$ cat src/design/npbc_pkg.sv
package npbc_pkg;

	// Default sizes of the point table.
	localparam int ENTRIES_DEF       = 16;
	localparam int COORD_BITS_DEF    = 16;
	localparam int CATEGORY_BITS_DEF = 8;

	// Fixed field widths on the ports.
	localparam int SLOT_W = 4;
	localparam int POS_W  = 16;
	localparam int CAT_W  = 8;
	localparam int D2_W   = 33;
	localparam int Q8_W   = 25;

	// Fraction bit pairs of the Q8 root and latency of the distance pipeline.
	localparam int FRAC_PAIRS   = 8;
	localparam int DRAIN_CYCLES = 3;

	// Operation codes.
	localparam logic OP_LOAD  = 1'b0;
	localparam logic OP_QUERY = 1'b1;

	// One request: a table load or a nearest query.
	typedef struct packed {
		logic                     operation;
		logic [SLOT_W-1:0]        slot;
		logic signed [POS_W-1:0]  pos_x;
		logic signed [POS_W-1:0]  pos_y;
		logic [CAT_W-1:0]         category;
	} req_t;

	// One query result.
	typedef struct packed {
		logic              found;
		logic [SLOT_W-1:0] nearest_slot;
		logic [D2_W-1:0]   distance_squared;
		logic [Q8_W-1:0]   distance_q8;
	} rsp_t;

	// Commands from the controller to the datapath.
	typedef struct packed {
		logic load;
		logic scan_clear;
		logic issue;
		logic root_init;
		logic root_step;
	} cmd_t;

	typedef enum logic [2:0] {
		ST_IDLE,
		ST_SCAN,
		ST_DRAIN,
		ST_PREP,
		ST_ROOT,
		ST_DONE
	} state_t;

endpackage

$ cat src/design/nearest_point_by_category.sv
// Nearest-point search over a small table of points, each with a signed x, a
// signed y and a category. A load request (operation 0) writes one slot and
// marks it valid; busy stays low. A query request
// (operation 1) scans the table one slot per cycle through a single read port,
// keeps the valid entry of the wanted category with the least squared
// distance (the lower slot wins a tie), and then takes the square root in Q8
// one bit per cycle. The result is presented on result with done high for
// exactly one cycle, and busy drops the cycle after. The receiver cannot
// stall the result: it must take it in the cycle that done is high. found
// is clear and the other result fields are zero when no valid entry has the
// category. Valid marks are cleared by reset; no other clearing takes place.
module nearest_point_by_category #(
	parameter int ENTRIES       = npbc_pkg::ENTRIES_DEF,
	parameter int COORD_BITS    = npbc_pkg::COORD_BITS_DEF,
	parameter int CATEGORY_BITS = npbc_pkg::CATEGORY_BITS_DEF
) (
	input  logic           clk,
	input  logic           arst_n,
	input  logic           start,
	output logic           busy,
	input  npbc_pkg::req_t request,
	output logic           done,
	output npbc_pkg::rsp_t result
);
	import npbc_pkg::*;

	localparam int AW         = $clog2(ENTRIES);
	localparam int ROOT_STEPS = COORD_BITS + 1 + FRAC_PAIRS;

	cmd_t          cmd;
	logic [AW-1:0] rd_addr;

	// Sequencer for load, scan, drain and root phases.
	npbc_ctrl #(
		.ENTRIES    (ENTRIES),
		.ROOT_STEPS (ROOT_STEPS)
	) u_ctrl (
		.clk       (clk),
		.arst_n    (arst_n),
		.start     (start),
		.operation (request.operation),
		.busy      (busy),
		.done      (done),
		.cmd       (cmd),
		.rd_addr   (rd_addr)
	);

	// Table, distance pipeline, minimum tracking and square root.
	npbc_dp #(
		.ENTRIES       (ENTRIES),
		.COORD_BITS    (COORD_BITS),
		.CATEGORY_BITS (CATEGORY_BITS)
	) u_dp (
		.clk     (clk),
		.arst_n  (arst_n),
		.request (request),
		.cmd     (cmd),
		.rd_addr (rd_addr),
		.result  (result)
	);

endmodule

$ cat src/design/npbc_ctrl.sv
module npbc_ctrl #(
	parameter int ENTRIES    = npbc_pkg::ENTRIES_DEF,
	parameter int ROOT_STEPS = npbc_pkg::COORD_BITS_DEF + 1 + npbc_pkg::FRAC_PAIRS
) (
	input  logic                       clk,
	input  logic                       arst_n,
	input  logic                       start,
	input  logic                       operation,
	output logic                       busy,
	output logic                       done,
	output npbc_pkg::cmd_t             cmd,
	output logic [$clog2(ENTRIES)-1:0] rd_addr
);
	import npbc_pkg::*;

	localparam int AW    = $clog2(ENTRIES);
	localparam int MAXC0 = (ENTRIES > ROOT_STEPS) ? ENTRIES : ROOT_STEPS;
	localparam int MAXC  = (MAXC0 > DRAIN_CYCLES) ? MAXC0 : DRAIN_CYCLES;
	localparam int CW    = $clog2(MAXC);

	state_t        state_q;
	state_t        state_d;
	logic [CW-1:0] cnt_q;
	logic          accept;

	assign accept = start && (state_q == ST_IDLE);

	// State register and step counter; the counter restarts on every state change.
	always_ff @(posedge clk or negedge arst_n) begin
		if (!arst_n) begin
			state_q <= ST_IDLE;
			cnt_q   <= '0;
		end else begin
			state_q <= state_d;
			if (state_d != state_q || state_q == ST_IDLE) begin
				cnt_q <= '0;
			end else begin
				cnt_q <= cnt_q + 1'b1;
			end
		end
	end

	// Next state.
	always_comb begin
		state_d = state_q;
		case (state_q)
			ST_IDLE: begin
				if (accept && operation == OP_QUERY) begin
					state_d = ST_SCAN;
				end
			end
			ST_SCAN: begin
				if (cnt_q == CW'(ENTRIES - 1)) begin
					state_d = ST_DRAIN;
				end
			end
			ST_DRAIN: begin
				if (cnt_q == CW'(DRAIN_CYCLES - 1)) begin
					state_d = ST_PREP;
				end
			end
			ST_PREP: begin
				state_d = ST_ROOT;
			end
			ST_ROOT: begin
				if (cnt_q == CW'(ROOT_STEPS - 1)) begin
					state_d = ST_DONE;
				end
			end
			ST_DONE: begin
				state_d = ST_IDLE;
			end
			default: begin
				state_d = ST_IDLE;
			end
		endcase
	end

	// Commands and status.
	always_comb begin
		cmd            = '0;
		busy           = 1'b1;
		done           = 1'b0;
		case (state_q)
			ST_IDLE: begin
				busy           = 1'b0;
				cmd.load       = accept && operation == OP_LOAD;
				cmd.scan_clear = accept && operation == OP_QUERY;
			end
			ST_SCAN: begin
				cmd.issue = 1'b1;
			end
			ST_DRAIN: begin
			end
			ST_PREP: begin
				cmd.root_init = 1'b1;
			end
			ST_ROOT: begin
				cmd.root_step = 1'b1;
			end
			ST_DONE: begin
				done = 1'b1;
			end
			default: begin
				busy = 1'b0;
			end
		endcase
	end

	assign rd_addr = cnt_q[AW-1:0];

endmodule

$ cat src/design/npbc_dp.sv
module npbc_dp #(
	parameter int ENTRIES       = npbc_pkg::ENTRIES_DEF,
	parameter int COORD_BITS    = npbc_pkg::COORD_BITS_DEF,
	parameter int CATEGORY_BITS = npbc_pkg::CATEGORY_BITS_DEF
) (
	input  logic                       clk,
	input  logic                       arst_n,
	input  npbc_pkg::req_t             request,
	input  npbc_pkg::cmd_t             cmd,
	input  logic [$clog2(ENTRIES)-1:0] rd_addr,
	output npbc_pkg::rsp_t             result
);
	import npbc_pkg::*;

	localparam int AW         = $clog2(ENTRIES);
	localparam int D2W        = 2 * COORD_BITS + 1;
	localparam int ROOT_STEPS = COORD_BITS + 1 + FRAC_PAIRS;
	localparam int RAD_W      = 2 * ROOT_STEPS;
	localparam int REM_W      = ROOT_STEPS + 1;

	// Table storage; an entry counts in a search only when its valid bit is set.
	logic signed [COORD_BITS-1:0] mem_x [ENTRIES];
	logic signed [COORD_BITS-1:0] mem_y [ENTRIES];
	logic [CATEGORY_BITS-1:0]     mem_cat [ENTRIES];
	logic [ENTRIES-1:0]           valid_q;

	logic signed [COORD_BITS-1:0] in_x;
	logic signed [COORD_BITS-1:0] in_y;
	logic [CATEGORY_BITS-1:0]     in_cat;
	logic                         slot_ok;
	logic [AW-1:0]                wr_addr;

	logic signed [COORD_BITS-1:0] qx_q;
	logic signed [COORD_BITS-1:0] qy_q;
	logic [CATEGORY_BITS-1:0]     qcat_q;

	logic signed [COORD_BITS-1:0] ex_s1;
	logic signed [COORD_BITS-1:0] ey_s1;
	logic [CATEGORY_BITS-1:0]     ecat_s1;
	logic                         ev_s1;
	logic                         v_s1;
	logic [AW-1:0]                idx_s1;

	logic signed [COORD_BITS:0]   diff_x;
	logic signed [COORD_BITS:0]   diff_y;
	logic [COORD_BITS-1:0]        adx;
	logic [COORD_BITS-1:0]        ady;
	logic [COORD_BITS-1:0]        dx_s2;
	logic [COORD_BITS-1:0]        dy_s2;
	logic                         hit_s2;
	logic [AW-1:0]                idx_s2;

	logic [2*COORD_BITS-1:0]      sqx_s3;
	logic [2*COORD_BITS-1:0]      sqy_s3;
	logic                         hit_s3;
	logic [AW-1:0]                idx_s3;

	logic [D2W-1:0]               d2_sum;
	logic                         better;
	logic                         found_q;
	logic [D2W-1:0]               best_d2_q;
	logic [AW-1:0]                best_idx_q;

	logic [RAD_W-1:0]             rad_q;
	logic [REM_W-1:0]             rem_q;
	logic [ROOT_STEPS-1:0]        res_q;
	logic [1:0]                   pair;
	logic [REM_W+1:0]             rem_try;
	logic [REM_W+1:0]             trial;
	logic                         root_ge;
	logic [REM_W+1:0]             rem_next;

	// Request fields cut to the configured widths; coordinates sign extend.
	assign in_x    = COORD_BITS'(request.pos_x);
	assign in_y    = COORD_BITS'(request.pos_y);
	assign in_cat  = CATEGORY_BITS'(request.category);
	assign slot_ok = 32'(request.slot) < ENTRIES;
	assign wr_addr = AW'(request.slot);

	// Table write and registered read.
	always_ff @(posedge clk) begin
		if (cmd.load && slot_ok) begin
			mem_x[wr_addr]   <= in_x;
			mem_y[wr_addr]   <= in_y;
			mem_cat[wr_addr] <= in_cat;
		end
		if (cmd.issue) begin
			ex_s1   <= mem_x[rd_addr];
			ey_s1   <= mem_y[rd_addr];
			ecat_s1 <= mem_cat[rd_addr];
		end
	end

	// Valid bits, cleared at reset.
	always_ff @(posedge clk or negedge arst_n) begin
		if (!arst_n) begin
			valid_q <= '0;
		end else if (cmd.load && slot_ok) begin
			valid_q[wr_addr] <= 1'b1;
		end
	end

	// Query point latched when a query is accepted.
	always_ff @(posedge clk) begin
		if (cmd.scan_clear) begin
			qx_q   <= in_x;
			qy_q   <= in_y;
			qcat_q <= in_cat;
		end
	end

	// Absolute coordinate differences.
	always_comb begin
		diff_x = (COORD_BITS + 1)'(ex_s1) - (COORD_BITS + 1)'(qx_q);
		diff_y = (COORD_BITS + 1)'(ey_s1) - (COORD_BITS + 1)'(qy_q);
		adx    = diff_x[COORD_BITS] ? COORD_BITS'(-diff_x) : COORD_BITS'(diff_x);
		ady    = diff_y[COORD_BITS] ? COORD_BITS'(-diff_y) : COORD_BITS'(diff_y);
	end

	// Pipeline payload: differences, then squares.
	always_ff @(posedge clk) begin
		idx_s1 <= rd_addr;
		dx_s2  <= adx;
		dy_s2  <= ady;
		idx_s2 <= idx_s1;
		sqx_s3 <= dx_s2 * dx_s2;
		sqy_s3 <= dy_s2 * dy_s2;
		idx_s3 <= idx_s2;
	end

	// Pipeline occupancy and match flags.
	always_ff @(posedge clk or negedge arst_n) begin
		if (!arst_n) begin
			v_s1   <= 1'b0;
			ev_s1  <= 1'b0;
			hit_s2 <= 1'b0;
			hit_s3 <= 1'b0;
		end else begin
			v_s1   <= cmd.issue;
			ev_s1  <= valid_q[rd_addr];
			hit_s2 <= v_s1 && ev_s1 && (ecat_s1 == qcat_q);
			hit_s3 <= hit_s2;
		end
	end

	// Running minimum; only a strictly smaller distance replaces the best,
	// so a tie keeps the lower slot.
	assign d2_sum = {1'b0, sqx_s3} + {1'b0, sqy_s3};
	assign better = hit_s3 && (!found_q || d2_sum < best_d2_q);

	always_ff @(posedge clk or negedge arst_n) begin
		if (!arst_n) begin
			found_q    <= 1'b0;
			best_d2_q  <= '0;
			best_idx_q <= '0;
		end else if (cmd.scan_clear) begin
			found_q    <= 1'b0;
			best_d2_q  <= '0;
			best_idx_q <= '0;
		end else if (better) begin
			found_q    <= 1'b1;
			best_d2_q  <= d2_sum;
			best_idx_q <= idx_s3;
		end
	end

	// One digit of the bitwise square root per step.
	always_comb begin
		pair     = rad_q[RAD_W-1 -: 2];
		rem_try  = {rem_q, pair};
		trial    = {1'b0, res_q, 2'b01};
		root_ge  = rem_try >= trial;
		rem_next = root_ge ? rem_try - trial : rem_try;
	end

	// Root registers; the radicand gets the fraction pairs appended below.
	always_ff @(posedge clk) begin
		if (cmd.root_init) begin
			rad_q <= {1'b0, best_d2_q, {(2 * FRAC_PAIRS){1'b0}}};
			rem_q <= '0;
			res_q <= '0;
		end else if (cmd.root_step) begin
			rad_q <= {rad_q[RAD_W-3:0], 2'b00};
			rem_q <= rem_next[REM_W-1:0];
			res_q <= {res_q[ROOT_STEPS-2:0], root_ge};
		end
	end

	// Result fields, all zero when nothing matched.
	always_comb begin
		result                  = '0;
		result.found            = found_q;
		if (found_q) begin
			result.nearest_slot     = SLOT_W'(best_idx_q);
			result.distance_squared = D2_W'(best_d2_q);
			result.distance_q8      = Q8_W'(res_q);
		end
	end

endmodule

$ cat config.mk
export PLATFORM = sky130hd
export DESIGN_NAME = nearest_point_by_category
export DESIGN_NICKNAME = d
export VERILOG_FILES = /design/src/design/npbc_pkg.sv /design/src/design/nearest_point_by_category.sv /design/src/design/npbc_ctrl.sv /design/src/design/npbc_dp.sv
export SDC_FILE = /design/constraint.sdc
export NUM_CORES = 2
export LEC_CHECK = 0
export BUFFER_PORTS_ARGS = -buffer_cell sky130_fd_sc_hd__clkbuf_2
export CAP_MARGIN = 20
export CORE_MARGIN = 10
export CORE_UTILIZATION = 37
export DETAILED_ROUTE_END_ITERATION = 10
export PLACE_DENSITY_LB_ADDON = 0.12
export SKIP_LAST_GASP = 1
export SYNTH_ARGS = -nofsm -noshare
export SYNTH_HDL_FRONTEND = slang
export SYNTH_SLANG_ARGS = --single-unit
$ cat constraint.sdc
create_clock -name clk -period 10.43 [get_ports clk]
set_input_delay 0 -clock clk [delete_from_list [all_inputs] [get_ports clk]]
set_output_delay 0 -clock clk [all_outputs]
set_load 0.03 [all_outputs]
After elaboration in Yosys (flattened, before gate mapping)
Memories as Yosys holds them, arrays and structs flattened. A register that Yosys moved wholly into a read port is not among the register bits.
Cells that the tools add are included.
- RAM bits: 640
- memories kept: 3
- output and inout bits: 65
- register bits after elaboration: 299
- bits of input ports: 48
- logic and storage cells: 97
- memory list (memory ; words ; bits a word ; rd ports ; clocked after Yosys merged registers in ; wr ports ; RTL line ; RTL):
    u_dp.mem_x ; 16 ; 16 ; 1 ; 1 ; 1 ; npbc_dp.sv:22 ; logic signed [COORD_BITS-1:0] mem_x [ENTRIES];
    u_dp.mem_y ; 16 ; 16 ; 1 ; 1 ; 1 ; npbc_dp.sv:23 ; logic signed [COORD_BITS-1:0] mem_y [ENTRIES];
    u_dp.mem_cat ; 16 ; 8 ; 1 ; 1 ; 1 ; npbc_dp.sv:24 ; logic [CATEGORY_BITS-1:0] mem_cat [ENTRIES];
- magnitude comparators: 5
- multiply operators: 2
- muxes and demuxes: 30
- bitwise logic cells: 2
- equal/unequal tests: 10
- reduce and logical (&&, ||, !) cells: 14
- add/sub/neg operators: 7
- operator list (operator ; number):
    $mux W49 ; 2
    $mux W33 ; 2
    $mul A16 B16 Y32 ; 2
    $mux W62 ; 1
    $sub A16 B16 Y17 ; 2
    $add A32 B32 Y33 ; 1
    $lt A33 B33 Y1 ; 1
    $mux W16 ; 2
    $neg A16 Y16 ; 2
    $ge A28 B27 Y1 ; 1
    $mux W26 ; 1
    $sub A26 B26 Y26 ; 1
    $or A16 B16 Y16 ; 1
    $pmux W3 S5 ; 1
    $mux W3 ; 4
    $mux W1 ; 11
    $lt A4 B5 Y1 const B ; 2
    $eq A8 B8 Y1 ; 1
    $mux W4 ; 2
    $logic_and A1 B1 Y1 ; 7
    $eq A3 B2 Y1 const B ; 2
    $eq A3 B3 Y1 const B ; 2
    $add A5 B1 Y5 const B ; 1
    $eq A5 B2 Y1 const B ; 1
    15 further kinds ; 17

Logic depth before layout (Yosys ltp)
- depth in word-level cells: 8
- mapped depth: 27
- mapped depth without buffers: 25

Cells and area by module
Synthesis repeated with hierarchy kept, for this count alone.
- cells, all modules: 4212
- area, all modules: 55539.5 µm²
- modules (own cells, without submodules) (module ; sequential area each (µm²) ; area each (µm²) ; cells an instance ; times used):
    npbc_dp ; 27226.1 ; 54932.7 ; 4154 ; 1
    npbc_ctrl ; 200.2 ; 606.8 ; 58 ; 1

Worst setup path after synthesis
OpenSTA, ideal clock, no wires.
- path kind: reg2reg
- start point: register u_dp.dy_s2[4]
- end point: register u_dp.sqy_s3[31]
- setup time: 0.122 ns
- slack: 4.234 ns
- arrival time: 6.073 ns
- path buffers: 2
- clock period less this slack: 6.196 ns
- cell stages (with the launch flop): 24
- cells stage by stage: dfxtp_1 -> clkbuf_1 -> clkbuf_1 -> nand2_1 -> fa_1 -> inv_1 -> fa_1 -> ha_1 -> inv_1 -> fa_1 -> fa_1 -> inv_1 -> fa_1 -> ha_1 -> and3_1 -> a221oi_1 -> o211ai_1 -> a211oi_1 -> o21bai_1 -> a21oi_1 -> o21ai_0 -> a211oi_1 -> o21ai_0 -> xnor2_1
- longest elaborated chain between the ends: 1
- RTL lines (element ; RTL line ; RTL):
    from (decl) ; npbc_dp.sv:49 ; logic [COORD_BITS-1:0] dy_s2;
    from (signal assigned) ; npbc_dp.sv:124 ; dy_s2 <= ady;
    $mul A16 B16 Y32 ; npbc_dp.sv:127 ; sqy_s3 <= dy_s2 * dy_s2;
    to (signal assigned) ; npbc_dp.sv:127 ;
    to (decl) ; npbc_dp.sv:54 ; logic [2*COORD_BITS-1:0] sqy_s3;
No other way between the ends.
A chain may end at the register's enable or synchronous reset.

Worst setup path after layout
- start point: register u_dp.dy_s2[6]
- end point: register u_dp.sqy_s3[31]
The elaborated chain is that of the path after synthesis.

==> summary.md <==
| Metric | Value |
|---|---|
| Status | completed |
| Reg-to-reg startpoint | u_dp.dy_s2[6] |
| Synth Register Bits | 977 |
| Hpwl dp | 86200 um |
| Most common cell after layout, fill and taps aside | edfxtp_1 |
| Final Util | 41.9% |
| Starting Density | 37.1% |
| Routed Antenna Nets | 0 |
| RSZ-0062 raised after global routing | false |
| Worst hold path depth | 3 |
| Period utilization | 66.3% |
| Top sig layer | met5 |
| Initial DRC Count | 1860 |
| First-pass GRT wire length | 205000 um |
| DIE AREA | 164000 sq um |
| Largest net degree at the start of global routing | 97 |
| Max stage delay on crit path | 0.81 ns |
| Nets | 4999 |
| Hold Vio Cnt, Final | 0 |
| Crit path max fanout | 17 |
| Number of global-route vias before repair | 33.3k |
| Hold EP | u_dp.found_q |
| Setup crit start kind | register |
| CTS clk-pin slew, worst paths | 0.06 ns |
| Post-Syn Area per Cell | 13.3 sq um |
| Clock skew | 0.0838 ns |
| Crit path capture type | register |
| Worst hold start | request[44] |
| GRT Util Overall | 16.3% |
| Async S/R FF share, synth | 6.76% |
| Slew HR | 28.7% |
| Sink Count | 977 |
| Remaining DRCs | 0 |
| Sequential area share after synthesis | 50.1% |
| Reg2Reg Capture Point | u_dp.sqy_s3[31] |
| Sum Neg Setup Slack | 0 ns |
| P per Cell Area | 131 nW/um^2 |
| Share of layout cells above drive strength 1 | 13.3% |
| Met3 Routed Length | 5230 um |
| Number of flops mapped to enable cells by yosys | 753 |
| DR pass1 iterations | 5 |
| Mapped Cells | 4128 |
| Cell count of the worst reg-to-reg path | 21 |
| Clock buffer depth | 3 |
| Core Area | 147000 sq um |
| Syn_nets | 4830 |
| Die Span X | 405 um |
| TritonCTS clock tree | built |
| Reg2Reg Setup Slack | 3.52 ns |
| Resize count post-CTS | 0 |
| Die Span Y | 405 um |
| Vias per cell | 4.98 |
| Initial antenna violation count | 13 |
| Clock latency on the worst-skew pair | 0.75 ns |
| Ys flop type | edfxtp_1 |
| HP Class | in -> reg |
| Least-Margin Pin Slew | 1.07 ns |
| Area Growth Syn to Fin | 12.7% |
| Most frequent cells in the layout | edfxtp_1 (753), inv_1 (629), ha_1 (328) |
| Setup Crit Path Kind | reg -> reg |
| WL/cell | 20.9 um |
| CP max stage cell | dfxtp_1 |
| Critical Path, Cell by Cell | nand2_1 -> fa_1 -> inv_1 -> fa_1 -> fa_1 -> fa_1 -> fa_1 -> inv_1 -> fa_1 -> inv_1 -> ha_1 -> a21oi_1 -> inv_1 -> or3_1 -> a211oi_1 -> o21bai_1 -> a21oi_1 -> o21ai_0 -> a211oi_1 -> o21ai_0 -> xnor2_1 |
| Critical path required time | 11.04 ns |
| Max Freq | 145 MHz |
| Number of distinct library cells after synthesis | 74 |
| GP Congestion | 0.799 |
| Final setup violation count | 0 |
| WL met1 | 60400 um |
| Synthesized area | 54700 sq um |
| Overflow after GRT | 0 |
| Clk Tree Root Cell | clkbuf_16 |
| Worst Path Arrival | 7.52 ns |
| CP dominant cell by count | fa_1 |
| Pleak | 24.9 nW |
| Max_cap viols | 0 |
| Slew Limit Fails | 0 |
| CTS buffer count | 107 |
| Routed wl met2 | 64000 um |
| Port-buffer cells | 112 |
| Final Critical Period | 6.91 ns |
| Maximum vdd drop | 0.000129 V |
| Total vias in the final route | 31.5k |
| Synth warn | 0 |
| Rows | 141 |
| Overall Power | 8.08 mW |
| DRT Wirelength | 132000 um |
| I/O pin count | 113 |
| Htree depth | 3 |
registers in the layout (all words and copies together), names as in the netlist, 5 cells and up:
name            flops
u_dp.qx_q          16
u_dp.valid_q       16
u_ctrl.cnt_q        5
u_dp.qy_q          16
u_dp.rem_q         26
u_dp.res_q         25
u_dp.qcat_q         8
u_dp.ex_s1         16
u_dp.dx_s2         16
u_dp.rad_q         34
u_dp.dy_s2         16
u_dp.ecat_s1        8
u_dp.ey_s1         16
u_dp.best_d2_q     33
u_dp.sqy_s3        31
u_dp.sqx_s3        31
u_dp.mem_y        256
u_dp.mem_x        256
u_dp.mem_cat      128
through the flow:
step	cells	instance area [sq um]	hold WS [ns]	setup slack (ns)
finish	6321	61700	0.0679	3.52
global route	6320	61700	0.0628	3.06
CTS	6316	61600	0.0216	3.58
detailed placement	6067	57600	0.215	3.64
global placement	6066	57600	0.213	3.72
floorplan	4128	54700	-0.296	4.23
cell type report:
class | instances | area, sq um
tap | 1930 | 2410
clock buffer | 141 | 2900
antenna | 4 | 10.0
fill | 13675 | 85700
sequential | 977 | 27400
multi-input combinational | 2383 | 24500
clock inverter | 58 | 631
timing repair buffer | 198 | 1350
inverter | 630 | 2360
worst max path at each step:
stage | startpoint | end | slack [ns] | depth (start not counted)
after global routing | u_dp.dy_s2[6] | u_dp.sqy_s3[31] | 3.06 | 21
after floorplan | u_dp.dy_s2[4] | u_dp.sqy_s3[31] | 4.23 | 23
after detailed placement | u_dp.dy_s2[4] | u_dp.sqy_s3[31] | 3.64 | 21
after global placement | u_dp.dy_s2[4] | u_dp.sqy_s3[31] | 3.72 | 21
after CTS | u_dp.dy_s2[6] | u_dp.sqy_s3[31] | 3.58 | 21
final | u_dp.dy_s2[6] | u_dp.sqy_s3[31] | 3.52 | 21
cell usage after synthesis, drive strengths merged, types with 4 or more instances:
library cell | number | area share [%]
nand3 | 27 | 0.25
a31oi | 17 | 0.19
buf | 28 | 0.21
and4 | 4 | 0.064
nor3b | 6 | 0.091
o31ai | 9 | 0.12
edfxtp | 753 | 41
mux4 | 205 | 8.4
a31o | 9 | 0.14
o211ai | 12 | 0.16
nand3b | 4 | 0.055
nor2 | 189 | 1.3
o21ai | 110 | 1.0
a21boi | 5 | 0.069
nand2b | 28 | 0.32
or2 | 24 | 0.27
a41oi | 5 | 0.080
xor2 | 55 | 0.88
o21bai | 13 | 0.18
nand4 | 19 | 0.22
dfrtp | 66 | 3.0
a21oi | 119 | 1.1
a211oi | 28 | 0.38
mux2i | 51 | 0.93
nor4 | 5 | 0.057
o21a | 26 | 0.36
o22ai | 26 | 0.30
nor2b | 26 | 0.30
a211o | 4 | 0.064
fa | 326 | 12
ha | 328 | 7.5
xnor2 | 121 | 1.9
nand2 | 257 | 1.8
and3 | 19 | 0.22
nor3 | 31 | 0.28
and2 | 157 | 1.8
dfxtp | 158 | 5.8
o31a | 4 | 0.064
or3 | 10 | 0.12
inv | 629 | 4.3
a21o | 64 | 0.88
clkbuf | 110 | 0.75
critical path: cells and delay by family, from the launching register on:
family | cells | cell delay, ns
adder cells (fa/ha/maj) | 7 | 3.33
AO/OA/AOI/OAI | 7 | 1.65
flip-flops | 1 | 0.81
AND/OR/NAND/NOR | 2 | 0.56
XOR/XNOR | 1 | 0.24
buffers and inverters | 4 | 0.21
what timing repair did:
| item | in CTS | in global routing |
|---|---|---|
| setup endpoints to repair | 0 | 0 |
| hold buffers | 50 | 0 |
| setup buffers | 0 | 0 |
| hold endpoints to repair | 861 | 0 |
layer usage:
| metal | track usage [%] | vias to the layer above |
|---|---|---|
| li1 | - | 14744 |
| met2 | 27.5 | 513 |
| met5 | 0 | - |
| met3 | 2.34 | 170 |
| met4 | 3.79 | 12 |
| met1 | 22.2 | 16021 |
cell families after synthesis:
family | after synthesis | share of synthesized area [%]
flip-flops | 977 | 50.1
AND/OR/NAND/NOR | 813 | 7.26
buffers and inverters | 768 | 5.29
adder cells (fa/ha/maj) | 654 | 19.4
AO/OA/AOI/OAI | 481 | 5.62
multiplexers | 259 | 9.44
XOR/XNOR | 176 | 2.82
power by group:
group,total [mW],leakage [nW],internal [mW],switching [mW]
sequential,4.19,8.72,4.19,0
clock,3.78,1.70,2.15,1.64
combinational,0.102,14.5,0.0239,0.0783
No activity file was read; power rests on OpenSTA's default activity.
